===== config.mk =====
export PLATFORM = sky130hd
export DESIGN_NAME = rational_arithmetic_unit_top
export DESIGN_NICKNAME = d
export VERILOG_FILES = /design/src/design/rau_pkg.sv /design/src/design/rau_mul.sv /design/src/design/rau_div.sv /design/src/design/rational_arithmetic_unit_top.sv
export VERILOG_INCLUDE_DIRS = /design/src /design/src/design
export SDC_FILE = /design/constraint.sdc
export NUM_CORES = 1
export LEC_CHECK = 0
export ABC_AREA = 1
export BUFFER_PORTS_ARGS = -buffer_cell sky130_fd_sc_hd__buf_2
export CAP_MARGIN = 20
export CORE_ASPECT_RATIO = 2
export CORE_MARGIN = 3
export CORE_UTILIZATION = 45
export CTS_CLUSTER_DIAMETER = 60
export CTS_CLUSTER_SIZE = 28
export DETAILED_ROUTE_END_ITERATION = 12
export SYNTH_ARGS = -nofsm -noshare
export SYNTH_HDL_FRONTEND = slang
export SYNTH_SLANG_ARGS = --single-unit

===== constraint.sdc =====
create_clock -name clk -period 24.4 [get_ports clk]
set_input_delay 4.88 -clock clk [delete_from_list [all_inputs] [get_ports clk]]
set_output_delay 4.88 -clock clk [all_outputs]
set_load 0.05 [all_outputs]

===== src/design/rational_arithmetic_unit_top_macros.svh =====
// Assertion macros for the rational arithmetic unit top level.
`ifndef RATIONAL_ARITHMETIC_UNIT_TOP_MACROS_SVH
`define RATIONAL_ARITHMETIC_UNIT_TOP_MACROS_SVH

// Consequent checked in the same cycle as the antecedent.
`define RAU_ASSERT_SAME(label, ante, cons, msg) \
    label: assert property (@(posedge clk) disable iff (!rst_n) (ante) |-> (cons)) \
        else $error(msg);

// Consequent checked in the cycle after the antecedent.
`define RAU_ASSERT_NEXT(label, ante, cons, msg) \
    label: assert property (@(posedge clk) disable iff (!rst_n) (ante) |=> (cons)) \
        else $error(msg);

`endif


===== src/design/rau_pkg.sv =====
// Package with shared constants, codes and types of the rational arithmetic unit.
`default_nettype none
package rau_pkg;

    localparam int DEFAULT_WIDTH = 32;
    localparam int FIELD_WIDTH   = 32;
    localparam int FUNC_WIDTH    = 3;

    typedef enum logic [FUNC_WIDTH-1:0] {
        FUNC_LOAD = 3'd0,
        FUNC_ADD  = 3'd1,
        FUNC_SUB  = 3'd2,
        FUNC_MUL  = 3'd3,
        FUNC_DIV  = 3'd4
    } func_t;

    typedef struct packed {
        logic busy;
        logic done;
    } unit_stat_t;

endpackage
`default_nettype wire


===== src/design/rau_mul.sv =====
// Bit-serial shift-add multiplier that returns the low WIDTH bits of a product.
`default_nettype none
module rau_mul #(
    parameter int WIDTH = rau_pkg::DEFAULT_WIDTH
) (
    input  logic               clk,
    input  logic               rst_n,
    input  logic               start,
    input  logic [WIDTH-1:0]   a,
    input  logic [WIDTH-1:0]   b,
    output logic [WIDTH-1:0]   product,
    output rau_pkg::unit_stat_t stat
);
    import rau_pkg::*;

    localparam int CW = $clog2(WIDTH + 1);

    logic [CW-1:0]    cnt_reg;
    logic             busy_reg;
    logic             done_reg;
    logic [WIDTH-1:0] acc_reg;
    logic [WIDTH-1:0] mcand_reg;
    logic [WIDTH-1:0] mplier_reg;

    always_ff @(posedge clk or negedge rst_n)
    begin
        if (!rst_n)
        begin
            cnt_reg  <= '0;
            busy_reg <= 1'b0;
            done_reg <= 1'b0;
        end
        else
        begin
            done_reg <= 1'b0;
            if (start)
            begin
                cnt_reg  <= CW'(WIDTH);
                busy_reg <= 1'b1;
            end
            else if (busy_reg)
            begin
                cnt_reg <= cnt_reg - CW'(1);
                if (cnt_reg == CW'(1))
                begin
                    busy_reg <= 1'b0;
                    done_reg <= 1'b1;
                end
            end
        end
    end

    always_ff @(posedge clk)
    begin
        if (start)
        begin
            acc_reg    <= '0;
            mcand_reg  <= a;
            mplier_reg <= b;
        end
        else if (busy_reg)
        begin
            if (mplier_reg[0])
            begin
                acc_reg <= acc_reg + mcand_reg;
            end
            mcand_reg  <= mcand_reg << 1;
            mplier_reg <= mplier_reg >> 1;
        end
    end

    assign product   = acc_reg;
    assign stat.busy = busy_reg;
    assign stat.done = done_reg;

endmodule
`default_nettype wire


===== src/design/rau_div.sv =====
// Restoring divider giving the truncating signed quotient and remainder.
`default_nettype none
module rau_div #(
    parameter int WIDTH = rau_pkg::DEFAULT_WIDTH
) (
    input  logic               clk,
    input  logic               rst_n,
    input  logic               start,
    input  logic [WIDTH-1:0]   dividend,
    input  logic [WIDTH-1:0]   divisor,
    output logic [WIDTH-1:0]   quotient,
    output logic [WIDTH-1:0]   remainder,
    output rau_pkg::unit_stat_t stat
);
    import rau_pkg::*;

    localparam int CW = $clog2(WIDTH + 1);

    logic [CW-1:0]    cnt_reg;
    logic             busy_reg;
    logic             done_reg;
    logic [WIDTH:0]   rem_reg;
    logic [WIDTH-1:0] quo_reg;
    logic [WIDTH-1:0] divb_reg;
    logic             neg_q_reg;
    logic             neg_r_reg;

    logic [WIDTH-1:0] mag_a;
    logic [WIDTH-1:0] mag_b;
    logic [WIDTH:0]   shifted;
    logic [WIDTH:0]   trial;

    always_comb
    begin
        mag_a   = dividend[WIDTH-1] ? (-dividend) : dividend;
        mag_b   = divisor[WIDTH-1] ? (-divisor) : divisor;
        shifted = {rem_reg[WIDTH-1:0], quo_reg[WIDTH-1]};
        trial   = shifted - {1'b0, divb_reg};
    end

    always_ff @(posedge clk or negedge rst_n)
    begin
        if (!rst_n)
        begin
            cnt_reg  <= '0;
            busy_reg <= 1'b0;
            done_reg <= 1'b0;
        end
        else
        begin
            done_reg <= 1'b0;
            if (start)
            begin
                cnt_reg  <= CW'(WIDTH);
                busy_reg <= 1'b1;
            end
            else if (busy_reg)
            begin
                cnt_reg <= cnt_reg - CW'(1);
                if (cnt_reg == CW'(1))
                begin
                    busy_reg <= 1'b0;
                    done_reg <= 1'b1;
                end
            end
        end
    end

    always_ff @(posedge clk)
    begin
        if (start)
        begin
            rem_reg   <= '0;
            quo_reg   <= mag_a;
            divb_reg  <= mag_b;
            neg_q_reg <= dividend[WIDTH-1] ^ divisor[WIDTH-1];
            neg_r_reg <= dividend[WIDTH-1];
        end
        else if (busy_reg)
        begin
            if (!trial[WIDTH])
            begin
                rem_reg <= trial;
                quo_reg <= {quo_reg[WIDTH-2:0], 1'b1};
            end
            else
            begin
                rem_reg <= shifted;
                quo_reg <= {quo_reg[WIDTH-2:0], 1'b0};
            end
        end
    end

    assign quotient  = neg_q_reg ? (-quo_reg) : quo_reg;
    assign remainder = neg_r_reg ? (-rem_reg[WIDTH-1:0]) : rem_reg[WIDTH-1:0];
    assign stat.busy = busy_reg;
    assign stat.done = done_reg;

endmodule
`default_nettype wire


===== src/design/rational_arithmetic_unit_top.sv =====
// Top level of the rational arithmetic unit: sequencer, held fraction and result register.
//
//  channel  direction  handshake            payload
//  input    in         in_valid / in_stall  func, operand_numerator, operand_denominator
//  output   out        out_valid/out_stall  result_numerator, result_denominator, error
//
// Load and unused codes go from idle straight to the output step; an arithmetic item runs
// two products on the bit-serial multiplier (three for add and subtract, one if the new
// denominator is zero), then Euclid's loop and two quotients on the restoring divider.
// Reset leaves the held fraction at 0/1 with no result pending.
// A new item is taken while a finished result waits; a stalled output holds
// the sequencer at its last step until the result register is free.
`default_nettype none
`include "rational_arithmetic_unit_top_macros.svh"
module rational_arithmetic_unit_top #(
    parameter int WIDTH = rau_pkg::DEFAULT_WIDTH
) (
    input  logic                              clk,
    input  logic                              rst_n,
    input  logic                              in_valid,
    output logic                              in_stall,
    input  logic [rau_pkg::FUNC_WIDTH-1:0]    func,
    input  logic signed [rau_pkg::FIELD_WIDTH-1:0] operand_numerator,
    input  logic signed [rau_pkg::FIELD_WIDTH-1:0] operand_denominator,
    output logic                              out_valid,
    input  logic                              out_stall,
    output logic signed [rau_pkg::FIELD_WIDTH-1:0] result_numerator,
    output logic signed [rau_pkg::FIELD_WIDTH-1:0] result_denominator,
    output logic                              error
);
    import rau_pkg::*;

    typedef enum logic [3:0] {
        S_IDLE,
        S_P1,
        S_P2,
        S_P3,
        S_GSTART,
        S_GCD,
        S_QN,
        S_QD,
        S_OUT
    } state_t;

    state_t                 state_reg;
    logic                   err_reg;
    logic [WIDTH-1:0]       held_n_reg;
    logic [WIDTH-1:0]       held_d_reg;
    logic                   out_valid_reg;
    logic                   mul_start_reg;
    logic                   div_start_reg;

    logic [FUNC_WIDTH-1:0]  func_reg;
    logic [WIDTH-1:0]       s_reg;
    logic [WIDTH-1:0]       i_reg;
    logic [WIDTH-1:0]       nn_reg;
    logic [WIDTH-1:0]       nd_reg;
    logic [WIDTH-1:0]       gb_reg;
    logic [WIDTH-1:0]       mul_a_reg;
    logic [WIDTH-1:0]       mul_b_reg;
    logic [WIDTH-1:0]       div_a_reg;
    logic [WIDTH-1:0]       div_b_reg;
    logic [FIELD_WIDTH-1:0] out_n_reg;
    logic [FIELD_WIDTH-1:0] out_d_reg;
    logic                   out_err_reg;

    logic [WIDTH-1:0]       s_in;
    logic [WIDTH-1:0]       i_in;
    logic [FIELD_WIDTH-1:0] held_n_ext;
    logic [FIELD_WIDTH-1:0] held_d_ext;
    logic [WIDTH-1:0]       product;
    logic [WIDTH-1:0]       quotient;
    logic [WIDTH-1:0]       remainder;
    unit_stat_t             mul_stat;
    unit_stat_t             div_stat;
    logic                   accept;
    logic                   out_free;
    logic                   add_sub;

    if (WIDTH <= FIELD_WIDTH)
    begin : g_in_narrow
        assign s_in = operand_numerator[WIDTH-1:0];
        assign i_in = operand_denominator[WIDTH-1:0];
    end
    else
    begin : g_in_wide
        assign s_in = {{(WIDTH-FIELD_WIDTH){operand_numerator[FIELD_WIDTH-1]}},
                       operand_numerator};
        assign i_in = {{(WIDTH-FIELD_WIDTH){operand_denominator[FIELD_WIDTH-1]}},
                       operand_denominator};
    end

    if (WIDTH >= FIELD_WIDTH)
    begin : g_out_wide
        assign held_n_ext = held_n_reg[FIELD_WIDTH-1:0];
        assign held_d_ext = held_d_reg[FIELD_WIDTH-1:0];
    end
    else
    begin : g_out_narrow
        assign held_n_ext = {{(FIELD_WIDTH-WIDTH){held_n_reg[WIDTH-1]}}, held_n_reg};
        assign held_d_ext = {{(FIELD_WIDTH-WIDTH){held_d_reg[WIDTH-1]}}, held_d_reg};
    end

    rau_mul #(
        .WIDTH(WIDTH)
    ) u_mul (
        .clk     (clk),
        .rst_n   (rst_n),
        .start   (mul_start_reg),
        .a       (mul_a_reg),
        .b       (mul_b_reg),
        .product (product),
        .stat    (mul_stat)
    );

    rau_div #(
        .WIDTH(WIDTH)
    ) u_div (
        .clk       (clk),
        .rst_n     (rst_n),
        .start     (div_start_reg),
        .dividend  (div_a_reg),
        .divisor   (div_b_reg),
        .quotient  (quotient),
        .remainder (remainder),
        .stat      (div_stat)
    );

    assign in_stall = (state_reg != S_IDLE);
    assign accept   = in_valid && (state_reg == S_IDLE);
    assign out_free = !out_valid_reg || !out_stall;
    assign add_sub  = (func_reg == FUNC_ADD) || (func_reg == FUNC_SUB);

    always_ff @(posedge clk or negedge rst_n)
    begin
        if (!rst_n)
        begin
            state_reg     <= S_IDLE;
            err_reg       <= 1'b0;
            held_n_reg    <= '0;
            held_d_reg    <= WIDTH'(1);
            out_valid_reg <= 1'b0;
            mul_start_reg <= 1'b0;
            div_start_reg <= 1'b0;
        end
        else
        begin
            mul_start_reg <= 1'b0;
            div_start_reg <= 1'b0;
            if ((state_reg == S_OUT) && out_free)
            begin
                out_valid_reg <= 1'b1;
            end
            else if (!out_stall)
            begin
                out_valid_reg <= 1'b0;
            end
            unique case (state_reg)
                S_IDLE:
                begin
                    if (accept)
                    begin
                        err_reg <= 1'b0;
                        if (func == FUNC_LOAD)
                        begin
                            if (i_in == '0)
                            begin
                                err_reg <= 1'b1;
                            end
                            else
                            begin
                                held_n_reg <= s_in;
                                held_d_reg <= i_in;
                            end
                            state_reg <= S_OUT;
                        end
                        else if (func > FUNC_DIV)
                        begin
                            state_reg <= S_OUT;
                        end
                        else
                        begin
                            mul_start_reg <= 1'b1;
                            state_reg     <= S_P1;
                        end
                    end
                end
                S_P1:
                begin
                    if (mul_stat.done)
                    begin
                        if (product == '0)
                        begin
                            err_reg   <= 1'b1;
                            state_reg <= S_OUT;
                        end
                        else
                        begin
                            mul_start_reg <= 1'b1;
                            state_reg     <= S_P2;
                        end
                    end
                end
                S_P2:
                begin
                    if (mul_stat.done)
                    begin
                        if (add_sub)
                        begin
                            mul_start_reg <= 1'b1;
                            state_reg     <= S_P3;
                        end
                        else
                        begin
                            state_reg <= S_GSTART;
                        end
                    end
                end
                S_P3:
                begin
                    if (mul_stat.done)
                    begin
                        state_reg <= S_GSTART;
                    end
                end
                S_GSTART:
                begin
                    div_start_reg <= 1'b1;
                    state_reg     <= S_GCD;
                end
                S_GCD:
                begin
                    if (div_stat.done)
                    begin
                        div_start_reg <= 1'b1;
                        if (remainder == '0)
                        begin
                            state_reg <= S_QN;
                        end
                    end
                end
                S_QN:
                begin
                    if (div_stat.done)
                    begin
                        div_start_reg <= 1'b1;
                        state_reg     <= S_QD;
                    end
                end
                S_QD:
                begin
                    if (div_stat.done)
                    begin
                        held_n_reg <= nn_reg;
                        held_d_reg <= quotient;
                        state_reg  <= S_OUT;
                    end
                end
                S_OUT:
                begin
                    if (out_free)
                    begin
                        state_reg <= S_IDLE;
                    end
                end
                default:
                begin
                    state_reg <= S_IDLE;
                end
            endcase
        end
    end

    always_ff @(posedge clk)
    begin
        unique case (state_reg)
            S_IDLE:
            begin
                if (accept)
                begin
                    func_reg  <= func;
                    s_reg     <= s_in;
                    i_reg     <= i_in;
                    mul_a_reg <= held_d_reg;
                    mul_b_reg <= (func == FUNC_DIV) ? s_in : i_in;
                end
            end
            S_P1:
            begin
                if (mul_stat.done)
                begin
                    nd_reg    <= product;
                    mul_a_reg <= held_n_reg;
                    mul_b_reg <= (func_reg == FUNC_MUL) ? s_reg : i_reg;
                end
            end
            S_P2:
            begin
                if (mul_stat.done)
                begin
                    nn_reg    <= product;
                    mul_a_reg <= s_reg;
                    mul_b_reg <= held_d_reg;
                end
            end
            S_P3:
            begin
                if (mul_stat.done)
                begin
                    nn_reg <= (func_reg == FUNC_ADD) ? (nn_reg + product) : (nn_reg - product);
                end
            end
            S_GSTART:
            begin
                div_a_reg <= nn_reg;
                div_b_reg <= nd_reg;
                gb_reg    <= nd_reg;
            end
            S_GCD:
            begin
                if (div_stat.done)
                begin
                    if (remainder == '0)
                    begin
                        div_a_reg <= nn_reg;
                        div_b_reg <= gb_reg;
                    end
                    else
                    begin
                        div_a_reg <= gb_reg;
                        div_b_reg <= remainder;
                        gb_reg    <= remainder;
                    end
                end
            end
            S_QN:
            begin
                if (div_stat.done)
                begin
                    nn_reg    <= quotient;
                    div_a_reg <= nd_reg;
                    div_b_reg <= gb_reg;
                end
            end
            S_QD:
            begin
            end
            S_OUT:
            begin
                if (out_free)
                begin
                    out_n_reg   <= held_n_ext;
                    out_d_reg   <= held_d_ext;
                    out_err_reg <= err_reg;
                end
            end
            default:
            begin
            end
        endcase
    end

    assign out_valid          = out_valid_reg;
    assign result_numerator   = out_n_reg;
    assign result_denominator = out_d_reg;
    assign error              = out_err_reg;

    `RAU_ASSERT_SAME(a_held_den_nonzero, 1'b1, held_d_reg != '0,
        "held denominator became zero")
    `RAU_ASSERT_NEXT(a_accept_leaves_idle, accept, state_reg != S_IDLE,
        "accepted item did not start the sequencer")
    `RAU_ASSERT_SAME(a_mul_done_state, mul_stat.done,
        state_reg == S_P1 || state_reg == S_P2 || state_reg == S_P3,
        "multiplier finished outside a product step")
    `RAU_ASSERT_SAME(a_mul_start_idle, mul_start_reg, !mul_stat.busy,
        "multiplier started while busy")
    `RAU_ASSERT_SAME(a_div_start_idle, div_start_reg, !div_stat.busy,
        "divider started while busy")

endmodule
`default_nettype wire

Word-level counts from Yosys, hierarchy flattened. Cells that the tools add are included.

Register bits after elaboration: 638. Output and inout bits: 67. Word-level logic and storage cells: 199.

Eq/ne operators: 27. Order comparisons: 1. Bitwise gates (word level): 1. Reduce and logical (&&, ||, !) cells: 32. Mux-type cells: 93. Add/subtract/negate cells: 10.

Operators by type and width (count): $mux 32 (35); $pmux 32 s3 (5); $pmux 32 s2 (3); $neg 32->32 (4); $logic_not 32->1 (3); $add 32x32->32 (2); $mux 4 (12); $pmux 4 s9 (1); $sub 33x32->33 (1); $sub 32x32->32 (1); $mux 31 (1); $mux 1 (28); $mux 6 (4); $eq 4x3->1 const B (4); $ne 2x1->1 const B (8); $eq 6x1->1 const B (2); $reduce_and 4->1 (3); $sub 6x1->6 const B (2); $ne 2x2->1 const B (5); $reduce_and 2->1 (5); $reduce_bool 2->1 (5); $reduce_and 9->1 (1); $reduce_bool 3->1 (3); $eq 4x2->1 const B (2); other kinds (19) (24).

Logic depth before layout (Yosys ltp). Gate-level depths: netlist (run 1).

Depth in word-level cells: 6. Depth in mapped cells: 25.

By module. A second synthesis (run 1) with hierarchy kept.

Cells, all modules: 5184. Area total of the unflattened synthesis: 39566.7 um2.

By module, submodules not included: rational_arithmetic_unit_top (cells an instance 2590, area each 22778.1 um2, times used 1); rau_div (cells an instance 1618, area each 10112.2 um2, times used 1); rau_mul (cells an instance 976, area each 6676.4 um2, times used 1).

Worst setup path after synthesis (run 1). Ideal clock, no wire load.

Path kind: input-to-reg. Start: input in_valid. End: register mul_a_reg[0] (enable). Setup time: 588 ps. Setup slack: 14148 ps. Path buffers: 0. Cell stages on the path: 2. Data arrival time: 9663 ps. Path through: nor2_1 a221oi_1.

Longest elaborated chain between the ends: 3.

RTL lines: from (decl) (RTL line rational_arithmetic_unit_top.sv:20) `input logic in_valid,`; $logic_and 1x1->1 (RTL line rational_arithmetic_unit_top.sv:130) `assign accept = in_valid && (state_reg == S_IDLE);`; $ne 2x2->1 (no source line); $reduce_and 4->1 (no source line); to (signal assigned) (RTL line rational_arithmetic_unit_top.sv:284) `mul_a_reg <= held_d_reg;`; to (signal assigned) (RTL line rational_arithmetic_unit_top.sv:293) `mul_a_reg <= held_n_reg;`; to (signal assigned) (RTL line rational_arithmetic_unit_top.sv:302) `mul_a_reg <= s_reg;`; to (decl) (RTL line rational_arithmetic_unit_top.sv:59) `logic [WIDTH-1:0] mul_a_reg;`.

Every way passes these cells. A chain may end at the register's enable or synchronous reset.

Final worst setup path (run 1).
Start: input operand_denominator[23] (netlist bit). End: register held_d_reg[22], in the netlist held_d_ext[22].

Longest elaborated chain between the ends: 3.

RTL lines: from (decl) (RTL line rational_arithmetic_unit_top.sv:24) `input logic signed [rau_pkg::FIELD_WIDTH-1:0] operand_denominator,`; $logic_not 32->1 (RTL line rational_arithmetic_unit_top.sv:166) `if (i_in == '0)`; $ne 2x2->1 (no source line); $reduce_and 5->1 (no source line); to (signal assigned) (RTL line rational_arithmetic_unit_top.sv:173) `held_d_reg <= i_in;`; to (signal assigned) (RTL line rational_arithmetic_unit_top.sv:255) `held_d_reg <= quotient;`; to (decl) (RTL line rational_arithmetic_unit_top.sv:48) `logic [WIDTH-1:0] held_d_reg;`.

Every way passes these cells.

==> results of run 1 <==
==> area by class of cell <==
class                           instances  area [µm²]  area share (%)
Antenna cell                            1        2.50         0.00618
Clock buffer                           48        1010            2.49
Multi-Input combinational cell       3142       16300            40.2
Clock inverter                         20         254           0.628
Tap cell                             1050        1310            3.25
Sequential cell                       638       18100            44.7
Timing Repair Buffer                  195        1150            2.85
Inverter                              634        2380            5.88
==> kinds of logic (layout without fill, tap and decap cells) <==
logic type      after synthesis  in the layout
fa+ha+maj                   116            116
simple gates               2020           2020
flops                       638            638
compound gates              843            843
buf+inv                     810            897
other cells                   0              1
mux                           1              1
xor+xnor                    162            162
==> worst reg2reg max path: cells and delay by family, from the launching register on <==
| family | cells | cell delay, ns |
|---|---|---|
| XOR/XNOR | 1 | 0.19 |
| adder cells (fa/ha/maj) | 2 | 0.60 |
| buffers and inverters | 4 | 0.41 |
| flip-flops | 1 | 0.38 |
| AO/OA/AOI/OAI | 3 | 0.91 |
| AND/OR/NAND/NOR | 11 | 2.85 |
==> per-layer routing <==
metal / GRT usage [%] / vias to the layer above / share of wire [%]
li1: - / 15500 / -
met1: 29.4 / 15300 / 33
met3: 2.64 / 425 / 4.1
met5: 0 / - / 0
met2: 57.6 / 1092 / 54
met4: 21.6 / 0 / 8.7
==> per-stage QoR <==
step / total power [µW] / utilization [%] / area, µm²
2_1_floorplan: 4360 / - / 37400
3_3_place_gp: 5490 / 47.8 / 39100
3_5_place_dp: 5520 / 47.9 / 39200
4_1_cts: 6270 / 49.4 / 40400
5_1_grt: 6740 / 49.4 / 40500
6_report: 6290 / 49.4 / 40500
==> path summary, 6_finish.rpt <==
path / start / endpoint / cells after the start
min in group asynchronous: rst_n / held_d_ext[5]$_DFFE_PN0P_ / 1
worst min register to register: held_n_ext[3]$_DFFE_PN0P_ / result_numerator[3]$_DFFE_PP_ / 0
max in group asynchronous: rst_n / held_n_ext[27]$_DFFE_PN0P_ / 2
worst min-delay path: held_n_ext[3]$_DFFE_PN0P_ / result_numerator[3]$_DFFE_PP_ / 0
worst max register to register: u_mul.product[1]$_SDFFE_PP0P_ / nn_reg[28]$_DFFE_PP_ / 21
worst max-delay path: operand_denominator[23] / held_d_ext[22]$_DFFE_PN0P_ / 14
==> cell usage in the layout, fill, tap and decap left out, types with 4 or more instances in the layout <==
cell	count
a21oi_1	188
edfxtp_1	486
buf_4	55
nor2_4	11
dfxtp_1	64
o22ai_1	70
o221ai_1	43
inv_2	6
inv_1	626
a31oi_1	46
o21ai_0	325
clkinv_1	4
a22oi_1	10
dfrtp_1	85
nor2_2	7
o21ai_1	4
clkbuf_16	39
o21bai_1	8
clkinv_8	6
xor2_1	109
ha_1	112
or2_2	9
o31ai_1	10
nand4_1	46
nand3_1	320
a21o_1	18
nand2_2	6
a21boi_0	5
nor3_1	43
o21a_1	12
xnor2_1	53
o211ai_1	91
nor4_1	16
clkbuf_1	9
nor2_1	301
nand2_1	1248
buf_2	137
inv_6	4
nand3b_1	8
==> power by group through the flow <==
stage / clock [µW] / combinational [µW] / sequential, µW
floorplan: 0 / 2250 / 2110
CTS: 747 / 3390 / 2130
finish: 729 / 3420 / 2140
global route: 775 / 3790 / 2180
global placement: 0 / 3330 / 2150
detailed placement: 0 / 3370 / 2150
==> flow_metrics.tcl, run 1 <==
set metrics [dict create \
    reg2reg_slack_ns 18.80 \
    crit_chain "buf_2 > inv_1 > nand4_1 > nor2_1 > nand2_1 > o21ai_0 > nand2_1 > inv_1 > nor2_4 > buf_4 > inv_2 > a21oi_1 > o21ai_0 > o21a_1" \
    whs_ns 0.450 \
    holdBufCountCts 0 \
    drc 0 \
    drt_iter0_markers 2230 \
    skew_ns 0.0329 \
    ios 138 \
    grt_max_degree 83 \
    synth.area.mux_share_pct 0.0268 \
    dp_hpwl_um 102000 \
    endpoint_kind "register" \
    postSynthCellCount 4590 \
    critPathRequiredTime_ns 24.90 \
    cts_buffers 37 \
    synth_top_family_by_area "simple AND/OR/NAND/NOR gates" \
    worst_slack_ns 17.02 \
    rsz0062_at_grt "no" \
    hp-class "reg2reg" \
    wl_per_cell_um 23.0 \
    p_clk_share_pct 11.6 \
    ys_seq_area_share_pct 48.4 \
    row_count 148 \
    grt_pass1_wl_um 196000 \
    yosysWarnings 0 \
    finalHoldViolations 0 \
    switching_share_pct 50.1 \
    drive_gt1_share_pct 6.41 \
    clock.fmax_mhz 136 \
    area_growth_pct 8.24 \
    critPathKind "in2reg" \
    synth-simple-area-share_pct 22.2 \
    avgSynthCellArea_um2 8.15 \
    grt_usage_pct 29.9 \
    cp-start-kind "input port" \
    num-fill-cells 8073 \
    fin_cells 5728 \
    leakage_uw 0.0178 \
    ys_ff_latch 638 \
    start_util_pct 45.7 \
    synthArstFlopShare_pct 13.8 \
    synth.distinct_cells 50 \
    cp_max_fo 82 \
    place_ws_ns 16.44 \
    slew_headroom_pct 23.3 \
    cts_resized 0 \
    setup_viol 0 \
    ctsRootBufferMaster "clkbuf_16" \
    clockBufferDepth 3 \
    fin_nets 4835 \
    netlist_area_um2 37400 \
    vias_per_cell 5.64 \
    h-tree-depth 2 \
    chipHeight_um 414 \
    synth_nets 4777 \
    clkSlewWorstSetupHoldPaths_ns 0.11 \
    comb_power_share_pct 54.4 \
    yosysMostFrequentCell "nand2_1" \
    cell_internal_pwr_uw 3140 \
    die_area_um2 86800 \
    grt_pass1_vias 32700 \
    drv_slew 0 \
    cts_sinks 638 \
    synth_top_area_share_pct 39.0 \
    yosys.area.top_type "edfxtp_1" \
    cts_tree "done" \
    core_area_um2 81800 \
    antenna_left 0 \
    critical-path-top-delay-family "buffers and inverters" \
    place_congestion 1.00 \
    vdd_ir_drop_max_mv 0.0919 \
    netlist_top_cells_count "nand2_1 (1248), inv_1 (629), edfxtp_1 (486)" \
    fin_crit_sh_pct 30.2 \
    drv_cap 0 \
    postCtsSetupRepairBufs 0 \
    synth_edf_count 486 \
    fp.dieW_um 210 \
    vias 32300 \
    crit_slowest_cell "buf_4" \
    arrival_ns 7.88 \
    p_seq_share_pct 34.0 \
    synth_area_leaders "edfxtp_1 (39%), nand2_1 (13%), inv_1 (6.3%)" \
    post-route-min-period_ns 7.38 \
    dp.cells 5656 \
    port_buffers 137 \
    dr.pass1.iters 6 \
    critPathMaxStageDelay_ns 0.75 \
    antenna_found_initial 2 \
    cellPowerDensity_nw_per_um2 155 \
    critPathBufInv 5 \
    worst_pin_slew_ns 1.15 \
    timing.setup.tns_ns 0 \
    ys.flop_type "edfxtp_1" \
    synth_fa_ha_area_share_pct 3.94 \
    grt-ovfl-total 0 \
    power_switching_uw 3150 \
    synth_compound_area_share_pct 13.3 \
    clock_latency_ns 0.61 \
    outcome "finished clean" \
    synth-xor-area-share_pct 3.79 \
    wirelength_um 131000 \
]
Note: power is estimated with default switching activity, not from simulation.
==> run 2, diff against run 1 <==
clock period = 6.3 ns   (was 24.4 ns; I/O delays follow)
==> run 2 against run 1 <==
Compared with the run above: largest power group unchanged; critical path type is now reg2reg; highest routed layer unchanged; global-route usage decreased by 0.19 points; total power increased to 3.9 times the previous value; non-clock buffer count increased by 1; sequential share of layout area decreased by 0.084 points.
==> flow_metrics.tcl, run 2 (synthesized netlist as in run 1, its figures left out) <==
set metrics [dict create \
    outcome "finished clean" \
    arrival_ns 5.30 \
    antenna_found_initial 1 \
    row_count 148 \
    placed_cell_area_um2 39200 \
    final_area_um2 40500 \
    vias 32000 \
    cellPowerDensity_nw_per_um2 605 \
    hold_start "held_n_ext[0]$_DFFE_PN0P_" \
    wirelength_um 131000 \
    drv_slew 0 \
    cts_sinks 638 \
    r2r_cells 19 \
    finalHoldViolations 0 \
    grt_usage_pct 29.7 \
    critPathBufInv 1 \
    clkSlewWorstSetupHoldPaths_ns 0.11 \
    hp-class "reg2reg" \
    worst_pin_slew_ns 1.16 \
    hold_path_end "result_numerator[0]$_DFFE_PP_" \
    critPathMaxStageDelay_ns 0.62 \
    port_buffers 137 \
    critical-path-top-delay-family "simple AND/OR/NAND/NOR gates" \
    rsz0062_at_grt "no" \
    endpoint_kind "register" \
    ios 138 \
    crit_slowest_cell "o31ai_1" \
    cts_tree "done" \
    fin_nets 4836 \
    wl_per_cell_um 22.9 \
    fp.dieW_um 210 \
    core_area_um2 81800 \
    die_area_um2 86800 \
    post-route-min-period_ns 4.96 \
    cts_buffers 37 \
    critPathKind "reg2reg" \
    antenna_left 0 \
    grt_pass1_wl_um 195000 \
    drc 0 \
    start_util_pct 45.7 \
    final_cell_mix "nand2_1 (1248), inv_1 (626), edfxtp_1 (486)" \
    cp_max_fo 5 \
    crit_chain "nor3_1 > nand3_1 > nor3_1 > nand2_1 > nor2_1 > nand2_1 > o31ai_1 > xor2_1 > ha_1 > nand2_1 > nor2_1 > inv_1 > o21ai_0 > nand3b_1 > nand2_1 > nand3_1 > a21oi_1 > o21ai_0 > nand3_1" \
    dr.pass1.iters 6 \
    skew_ns 0.0351 \
    reg2reg_from "u_mul.product[1]$_SDFFE_PP0P_" \
    reg2reg_to "nn_reg[26]$_DFFE_PP_" \
    timing.setup.tns_ns 0 \
    cpMostUsedCell "nand2_1" \
    vias_per_cell 5.59 \
    setup_viol 0 \
    postCtsSetupRepairBufs 0 \
    ctsRootBufferMaster "clkbuf_16" \
    drv_cap 0 \
    vdd_ir_drop_max_mv 0.388 \
    critPathRequiredTime_ns 6.65 \
    drt_iter0_markers 2230 \
    area_growth_pct 8.45 \
    num-fill-cells 8211 \
    clockBufferDepth 3 \
    grt-ovfl-total 0 \
    slew_headroom_pct 22.1 \
    cts_resized 0 \
    h-tree-depth 2 \
    fin_crit_sh_pct 78.7 \
    dp_hpwl_um 102000 \
    grt_max_degree 72 \
    grt_pass1_vias 32300 \
    drive_gt1_share_pct 6.52 \
    cp-start-kind "register" \
    holdBufCountCts 0 \
    clock_latency_ns 0.60 \
    place_congestion 0.980 \
    mostFrequentLayoutCell "nand2_1" \
    leakage_uw 0.0178 \
    antennaDiodeCount 0 \
    reg2reg_slack_ns 1.34 \
    clock.fmax_mhz 202 \
    hold_path_depth 0 \
    chipHeight_um 414 \
]
[run 2: area by class of cell]
cell class,instances,area (µm²),area share [%]
sequential,638,18100,44.6
multi-input combinational,3142,16300,40.2
inverter,634,2380,5.87
tap,1050,1310,3.24
timing repair buffer,196,1150,2.84
clock buffer,46,1000,2.47
clock inverter,22,330,0.815
[run 2: worst max path at each step]
stage,from,end,slack (ns),cells after the start
after floorplan,state_reg[3]$_DFFE_PN0P_,mul_a_reg[0]$_DFFE_PP_,0.58,5
after global placement,u_mul.product[0]$_SDFFE_PP0P_,nn_reg[26]$_DFFE_PP_,1.37,19
after detailed placement,u_mul.product[0]$_SDFFE_PP0P_,nn_reg[26]$_DFFE_PP_,1.38,19
after CTS,u_mul.product[1]$_SDFFE_PP0P_,nn_reg[26]$_DFFE_PP_,1.37,19
after global routing,u_mul.product[1]$_SDFFE_PP0P_,nn_reg[26]$_DFFE_PP_,1.19,25
final,u_mul.product[1]$_SDFFE_PP0P_,nn_reg[26]$_DFFE_PP_,1.34,19
[run 2: metrics by stage]
stage | power [µW] | hold slack, ns | utilization, % | std cells | worst slack (ns)
2_1_floorplan | 16900 | 0.425 | - | 4590 | 0.577
3_3_place_gp | 21400 | 0.433 | 47.9 | 5659 | 1.37
3_5_place_dp | 21500 | 0.433 | 47.9 | 5660 | 1.38
4_1_cts | 24500 | 0.462 | 49.5 | 5728 | 1.37
5_1_grt | 26300 | 0.470 | 49.5 | 5728 | 1.19
6_report | 24500 | 0.456 | 49.5 | 5728 | 1.34
[run 2: worst register-to-register path: cells and delay by family, from the launching register on]
kind            cells  cell delay, ns
compound gates      4            1.39
buf+inv             1            0.06
xor+xnor            1            0.14
flops               1            0.38
simple gates       12            2.38
fa+ha+maj           1            0.39
[run 2: power by group]
part	switching, µW	internal, µW
sequential	1310	6940
clock	1590	1370
combinational	9320	3980
total	12200	12300
[run 2: metal layers]
| metal | up-vias | GRT usage (%) | routed length, µm |
|---|---|---|---|
| met1 | 15100 | 29.8 | 44700 |
| met4 | 0 | 20.1 | 10700 |
| met2 | 1044 | 57.5 | 71000 |
| met5 | - | 0 | 0 |
| met3 | 385 | 2.27 | 4580 |
| li1 | 15500 | - | - |
